File: config.mk
export PLATFORM = sky130hd
export DESIGN_NAME = fifo_recursive_mutex
export DESIGN_NICKNAME = d
export VERILOG_FILES = /design/src/rtl/frm_pkg.sv /design/src/rtl/frm_queue.sv /design/src/rtl/fifo_recursive_mutex.sv
export SDC_FILE = /design/constraint.sdc
export NUM_CORES = 1
export LEC_CHECK = 0
export BUFFER_PORTS_ARGS = -buffer_cell sky130_fd_sc_hd__buf_4
export CORE_AREA = 2 2 112 125
export CTS_CLUSTER_SIZE = 20
export DETAILED_ROUTE_END_ITERATION = 12
export DIE_AREA = 0 0 114 127
export MAX_ROUTING_LAYER = met4
export PLACE_DENSITY = 0.65
export SLEW_MARGIN = 20
export SYNTH_ARGS = -nofsm -noshare
export SYNTH_HDL_FRONTEND = slang
export SYNTH_SLANG_ARGS = --single-unit
File: constraint.sdc
create_clock -name clk -period 4.7 [get_ports clk]
set_input_delay 0 -clock clk [delete_from_list [all_inputs] [get_ports clk]]
set_output_delay 0 -clock clk [all_outputs]
set_load 0.01 [all_outputs]
File: src/rtl/frm_pkg.sv
// types and codes shared by the recursive mutex lock manager
`timescale 1ns / 1ps

package frm_pkg;

  localparam int ID_W   = 4;
  localparam int CMD_W  = 2;
  localparam int STAT_W = 3;

  // request commands
  localparam logic [CMD_W-1:0] CMD_LOCK   = 2'd0;
  localparam logic [CMD_W-1:0] CMD_TRY    = 2'd1;
  localparam logic [CMD_W-1:0] CMD_UNLOCK = 2'd2;

  // result status codes
  localparam logic [STAT_W-1:0] STAT_OK        = 3'd0;
  localparam logic [STAT_W-1:0] STAT_QUEUED    = 3'd1;
  localparam logic [STAT_W-1:0] STAT_REFUSED   = 3'd2;
  localparam logic [STAT_W-1:0] STAT_NOT_OWNER = 3'd3;
  localparam logic [STAT_W-1:0] STAT_OVERFLOW  = 3'd4;

  // request item
  typedef struct packed {
    logic [CMD_W-1:0] command;
    logic [ID_W-1:0]  thread_id;
  } in_t;

  // result item
  typedef struct packed {
    logic [STAT_W-1:0] status;
    logic              wake_valid;
    logic [ID_W-1:0]   wake_thread;
  } out_t;

  // wait queue control
  typedef struct packed {
    logic            push;
    logic            pop;
    logic [ID_W-1:0] data;
  } q_cmd_t;

  // wait queue status
  typedef struct packed {
    logic empty;
    logic full;
  } q_stat_t;

  // sequencer states
  typedef enum logic {
    S_IDLE,
    S_EXEC
  } ctl_state_t;

endpackage

File: src/rtl/frm_queue.sv
// fifo wait queue of thread ids held in a synchronous memory
`timescale 1ns / 1ps

module frm_queue #(
  parameter int THREADS = 16
) (
  input  logic                    clk,
  input  logic                    rst_n,
  input  logic                    rd_en,
  input  frm_pkg::q_cmd_t         qcmd,
  output frm_pkg::q_stat_t        qstat,
  output logic [frm_pkg::ID_W-1:0] front
);

  localparam int PW = (THREADS > 1) ? $clog2(THREADS) : 1;
  localparam int CW = $clog2(THREADS + 1);

  logic [frm_pkg::ID_W-1:0] mem [THREADS];
  logic [frm_pkg::ID_W-1:0] front_r;
  logic [PW-1:0] head_r, head_nxt;
  logic [PW-1:0] tail_r, tail_nxt;
  logic [CW-1:0] count_r, count_nxt;

  // memory: write at tail, registered read of head
  always_ff @(posedge clk) begin
    if (qcmd.push) begin
      mem[tail_r] <= qcmd.data;
    end
    if (rd_en) begin
      front_r <= mem[head_r];
    end
  end

  // pointer and fill count update with wrap at depth
  always_comb begin
    head_nxt  = head_r;
    tail_nxt  = tail_r;
    count_nxt = count_r;
    if (qcmd.pop) begin
      head_nxt = (head_r == PW'(THREADS - 1)) ? '0 : head_r + PW'(1);
    end
    if (qcmd.push) begin
      tail_nxt = (tail_r == PW'(THREADS - 1)) ? '0 : tail_r + PW'(1);
    end
    if (qcmd.push && !qcmd.pop) begin
      count_nxt = count_r + CW'(1);
    end else if (qcmd.pop && !qcmd.push) begin
      count_nxt = count_r - CW'(1);
    end
  end

  always_ff @(posedge clk) begin
    if (!rst_n) begin
      head_r  <= '0;
      tail_r  <= '0;
      count_r <= '0;
    end else begin
      head_r  <= head_nxt;
      tail_r  <= tail_nxt;
      count_r <= count_nxt;
    end
  end

  assign qstat.empty = (count_r == '0);
  assign qstat.full  = (count_r == CW'(THREADS));
  assign front       = front_r;

endmodule

File: src/rtl/fifo_recursive_mutex.sv
// lock manager for one recursive mutex with a fifo wait queue
//
//   channel | ports                      | handshake
//   --------+----------------------------+------------------------------
//   request | start, busy, in_item       | taken when start && !busy
//   result  | out_valid, out_item        | one-cycle strobe, no stall
//
// Each item has an accept cycle, which reads the queue front from the wait
// queue memory, whose registered read holds off the decision, and then the
// next cycle (busy high), which decides and updates the state. The result is
// shown the cycle after that, overlapping the next accept. Reset is
// synchronous and empties the queue, frees the mutex and clears all
// waiting bits; no clearing pass is needed. Results cannot be held off.
`timescale 1ns / 1ps

module fifo_recursive_mutex #(
  parameter int THREADS    = 16,
  parameter int COUNT_BITS = 16
) (
  input  logic         clk,
  input  logic         rst_n,
  input  logic         start,
  output logic         busy,
  input  frm_pkg::in_t in_item,
  output logic         out_valid,
  output frm_pkg::out_t out_item
);

  localparam int TW = (THREADS > 1) ? $clog2(THREADS) : 1;

  frm_pkg::ctl_state_t state_r, state_nxt;
  logic [frm_pkg::CMD_W-1:0] cmd_r;
  logic [frm_pkg::ID_W-1:0]  id_r;
  logic                      owner_valid_r, owner_valid_nxt;
  logic [frm_pkg::ID_W-1:0]  owner_r, owner_nxt;
  logic [COUNT_BITS-1:0]     hold_r, hold_nxt;
  logic [THREADS-1:0]        mask_r, mask_nxt;
  logic                      out_valid_r, out_valid_nxt;
  frm_pkg::out_t             out_item_r, out_item_nxt;

  logic                      accept;
  frm_pkg::q_cmd_t           qcmd;
  frm_pkg::q_stat_t          qstat;
  logic [frm_pkg::ID_W-1:0]  front;

  logic                      is_owner;
  logic                      head_match;
  logic                      id_ok;
  logic [TW-1:0]             midx;

  assign busy   = (state_r == frm_pkg::S_EXEC);
  assign accept = start && !busy;

  frm_queue #(
    .THREADS(THREADS)
  ) u_queue (
    .clk  (clk),
    .rst_n(rst_n),
    .rd_en(accept),
    .qcmd (qcmd),
    .qstat(qstat),
    .front(front)
  );

  // capture the item
  always_ff @(posedge clk) begin
    if (accept) begin
      cmd_r <= in_item.command;
      id_r  <= in_item.thread_id;
    end
  end

  assign is_owner   = owner_valid_r && (owner_r == id_r);
  assign head_match = !qstat.empty && (front == id_r);
  assign id_ok      = (32'(id_r) < 32'(THREADS));
  assign midx       = TW'(id_r);

  // decide and update state
  always_comb begin
    state_nxt       = state_r;
    owner_valid_nxt = owner_valid_r;
    owner_nxt       = owner_r;
    hold_nxt        = hold_r;
    mask_nxt        = mask_r;
    out_valid_nxt   = 1'b0;
    out_item_nxt    = out_item_r;
    qcmd            = '0;
    qcmd.data       = id_r;

    case (state_r)
      frm_pkg::S_IDLE: begin
        if (accept) begin
          state_nxt = frm_pkg::S_EXEC;
        end
      end
      frm_pkg::S_EXEC: begin
        state_nxt                = frm_pkg::S_IDLE;
        out_valid_nxt            = 1'b1;
        out_item_nxt.status      = frm_pkg::STAT_REFUSED;
        out_item_nxt.wake_valid  = 1'b0;
        out_item_nxt.wake_thread = '0;
        if (cmd_r == frm_pkg::CMD_LOCK || cmd_r == frm_pkg::CMD_TRY) begin
          if (is_owner) begin
            // recursive lock by the owner
            if (&hold_r) begin
              out_item_nxt.status = frm_pkg::STAT_OVERFLOW;
            end else begin
              hold_nxt            = hold_r + COUNT_BITS'(1);
              out_item_nxt.status = frm_pkg::STAT_OK;
            end
          end else if (!owner_valid_r && (qstat.empty || head_match)) begin
            // grant a free mutex, popping the requester if it was at the front
            if (!qstat.empty) begin
              qcmd.pop = 1'b1;
              if (id_ok) begin
                mask_nxt[midx] = 1'b0;
              end
            end
            owner_valid_nxt     = 1'b1;
            owner_nxt           = id_r;
            hold_nxt            = COUNT_BITS'(1);
            out_item_nxt.status = frm_pkg::STAT_OK;
          end else if (cmd_r == frm_pkg::CMD_LOCK && id_ok) begin
            // wait, enqueuing the thread only once
            if (!mask_r[midx] && !qstat.full) begin
              mask_nxt[midx] = 1'b1;
              qcmd.push      = 1'b1;
            end
            out_item_nxt.status = frm_pkg::STAT_QUEUED;
          end
        end else if (cmd_r == frm_pkg::CMD_UNLOCK) begin
          if (is_owner) begin
            out_item_nxt.status = frm_pkg::STAT_OK;
            if (hold_r > COUNT_BITS'(1)) begin
              hold_nxt = hold_r - COUNT_BITS'(1);
            end else begin
              // release and name the front waiter
              hold_nxt        = '0;
              owner_valid_nxt = 1'b0;
              owner_nxt       = '0;
              if (!qstat.empty) begin
                out_item_nxt.wake_valid  = 1'b1;
                out_item_nxt.wake_thread = front;
              end
            end
          end else begin
            out_item_nxt.status = frm_pkg::STAT_NOT_OWNER;
          end
        end
      end
      default: begin
        state_nxt = frm_pkg::S_IDLE;
      end
    endcase
  end

  // control state
  always_ff @(posedge clk) begin
    if (!rst_n) begin
      state_r       <= frm_pkg::S_IDLE;
      owner_valid_r <= 1'b0;
      owner_r       <= '0;
      hold_r        <= '0;
      mask_r        <= '0;
      out_valid_r   <= 1'b0;
    end else begin
      state_r       <= state_nxt;
      owner_valid_r <= owner_valid_nxt;
      owner_r       <= owner_nxt;
      hold_r        <= hold_nxt;
      mask_r        <= mask_nxt;
      out_valid_r   <= out_valid_nxt;
    end
  end

  // result register
  always_ff @(posedge clk) begin
    out_item_r <= out_item_nxt;
  end

  assign out_valid = out_valid_r;
  assign out_item  = out_item_r;

endmodule

==> results.md <==
* Status: complete, no violations
* Synth Area in Compound Gates at around an eighth
* Syn Nets at roughly 580
* Post-CTS resize count at 0
* MaxCap Viol Count at 0
* Reg-to-reg endpoint: u_queue.count_r[4]
* Clock-pin slew on the worst setup and hold paths at 60 ps
* Worst Setup SP: id_r[1]
* All-Layer GR Usage at 22.3%
* Pin count of the biggest net entering global routing at 39
* RD Place Congestion at 0.871
* Commonest non-fill, non-tap cell in the layout: edfxtp_1
* Yosys cell types at 65
* Crit-path max FO at 27
* CTS buffer count at 17
* Mux share of post-synthesis cell area at between 9 and 10%
* Main combinational cell family by area after synthesis: simple AND/OR/NAND/NOR gates
* Required time worst endpoint at around 5000 ps
* Flops & latches, synth at 134
* Fin cells at roughly 750
* Crit Path Class: register to register
* Placed insts at slightly above 700
* DIE WIDTH at 114 microns
* Worst clock skew at about 12 ps
* Initial antenna violation count at 1
* Worst slew margin at between 30% and 40%
* Synthesized-area fraction occupied by xor and xnor cells at a little over 2%
* CTS tree: done
* RSZ-0062 raised after global routing: false
* Syn. warnings at 0
* Area post-placement at slightly below 7000 sq um
* Row count at 44
* Util after Layout at between 50% and 60%
* Asr flop ratio synth at 0%
* Slew @ Worst Pin at 926 ps
* Post-synthesis cell count at between 500 and 600
* Placement Setup Slack at about 930 ps
* Core Area at about 13,000 sq um
* Final setup viols at 0
* Final Max Slew Viols at 0
* Max VDD drop at roughly 0.26 mV
* Post-synthesis sequential area ratio at 53.9%
* Critical Path End: u_queue.count_r[4]
* Design area at approximately 7400 sq um
* Adder-cell share of the synthesized area at 2.62%
* Post-synth EDFFs at 82
* Mapped Area at approximately 6500 sq um
* Total number of vias at 4,624
* Synth Area in Simple Gates at around 16%
* Final hold violations at 0
* Die area at 14,500 sq um
* Tot Pwr at approximately 2.7 mW
* Ys flop type: edfxtp_1
* Die Y-Extent at around 130 microns
* DR vias/cell at between 6 and 7
* DP HPWL at around 10 mm
* Share of cells above drive strength 1 at between 15 and 20%
* Hold crit path type: input port to register
* Pwr Density at 369 nW/um^2
* Clk root buf: clkbuf_16
* FMAX at around 0.26 GHz
* Antenna-violating nets left at 0
* Clock Sinks at between 100 and 150
* # DRC at 0
* R2r setup slk at slightly above 900 ps
* First-pass GRT wire length at ~24 mm
* DR iter-0 viols at ~420
* Total Routed Length at approximately 15 mm
* Setup ws final at around 900 ps
* Worst skew pair latency at about 420 ps
* Crit start category: register
* Cell count of the worst reg-to-reg path at 13
* Residual overflow from global routing at 0
* Clk buf depth at 2
* Leak pwr at between 2 and 2.5 nW
* IO Pins at 19
* Initial Util at 49.6%
* Post-layout min period at around 3800 ps
* Layout area overhead at 13.3%
* Fin nets at 596
* Vias in the first global route at ~4,600
* CTS H-tree lvls at 4
* Critical Path End Type: register
* Drt first pass iters at 5
* Tcrit/Tclk final at roughly 81%
* Fin Setup TNS at 0 ps
* Fill count at between 1,000 and 1,500
* Routed len/inst at 19.5 microns
* Post-Route Hold Slack at about 38 ps
* Syn Area/Cell at roughly 12 sq um
* Critical R2R Launch: id_r[1]
* Most frequent cells in the layout: edfxtp_1 (82), dfxtp_1 (51), nand2_1 (42)
* Port Buffer Count at 18
* Crit path arrival time at about 4100 ps
==> worst min-delay path by stage <==
stage / slack, ps / endpoint / startpoint / cells after the start
final: 40 / hold_r[0] / rst_n / 2
after global routing: 50 / hold_r[0] / rst_n / 2
after CTS: 30 / hold_r[0] / rst_n / 2
after detailed placement: 180 / id_r[0] / in_item[0] / 1
after global placement: 180 / id_r[2] / in_item[2] / 1
after floorplan: 100 / cmd_r[0] / in_item[4] / 0
==> per-layer routing <==
layer	part of all wire, %	track usage [%]
met1	43	27.5
met2	50	35.8
met3	4.9	5.08
met4	2.4	8.90
met5	0	-
==> kinds of logic after synthesis <==
kind of cell               count (synthesis)
buffers and inverters                     46
DFF                                      134
adders and majority gates                 13
and+or+nand+nor                          192
muxes                                     34
AOI/OAI and AO/OA                        126
xor gates and xnor gates                  15
==> Yosys cell counts (12+ instances only) <==
master,n,area share (%)
nand2b_1,14,1.3
edfxtp_1,82,38
nand2_1,42,2.4
clkbuf_1,27,1.6
nand3_1,13,1.0
ha_1,12,2.3
nor3_1,14,1.1
dfxtp_1,52,16
nor2_1,42,2.4
o21ai_0,29,2.2
a21oi_1,28,2.2
mux4_2,23,8.0
==> power breakdown <==
| part | leakage [nW] | internal [mW] | switching, mW | total, mW |
|---|---|---|---|---|
| Sequential | 1.17 | 1.26 | 0.0210 | 1.28 |
| Clock | 0.282 | 0.699 | 0.559 | 1.26 |
| Combinational | 0.993 | 0.0680 | 0.109 | 0.177 |
| Total | 2.44 | 2.03 | 0.690 | 2.72 |
==> worst max-delay path, stage by stage (launching register included) <==
cell      delay, ps
edfxtp_1        500
buf_4           340
mux4_2          340
nand2_1          90
and4b_1         240
nor3b_4         500
ha_1            290
inv_1           100
fa_1            420
a21o_1          180
a21oi_1         170
xnor2_1          90
or3_1           310
a21oi_1         140
==> final cells by class <==
class	instances	area, sq um	area share (%)
repair buffers	31	248	3.36
diodes	1	2.50	0.0340
clock buffers	17	425	5.78
well taps	161	201	2.73
flip-flops and latches	134	3500	47.6
multi-input cells	380	2810	38.2
clock inverters	15	136	1.85
inverters	10	37.5	0.510
==> timing repair <==
| item | CTS | global route |
|---|---|---|
| endpoints found under the setup margin | 0 | 0 |
| hold buffers | 6 | 0 |
| buffers inserted | 0 | 0 |
| endpoints found under the hold margin | 6 | 0 |
Power figures use the tool's default switching activity.
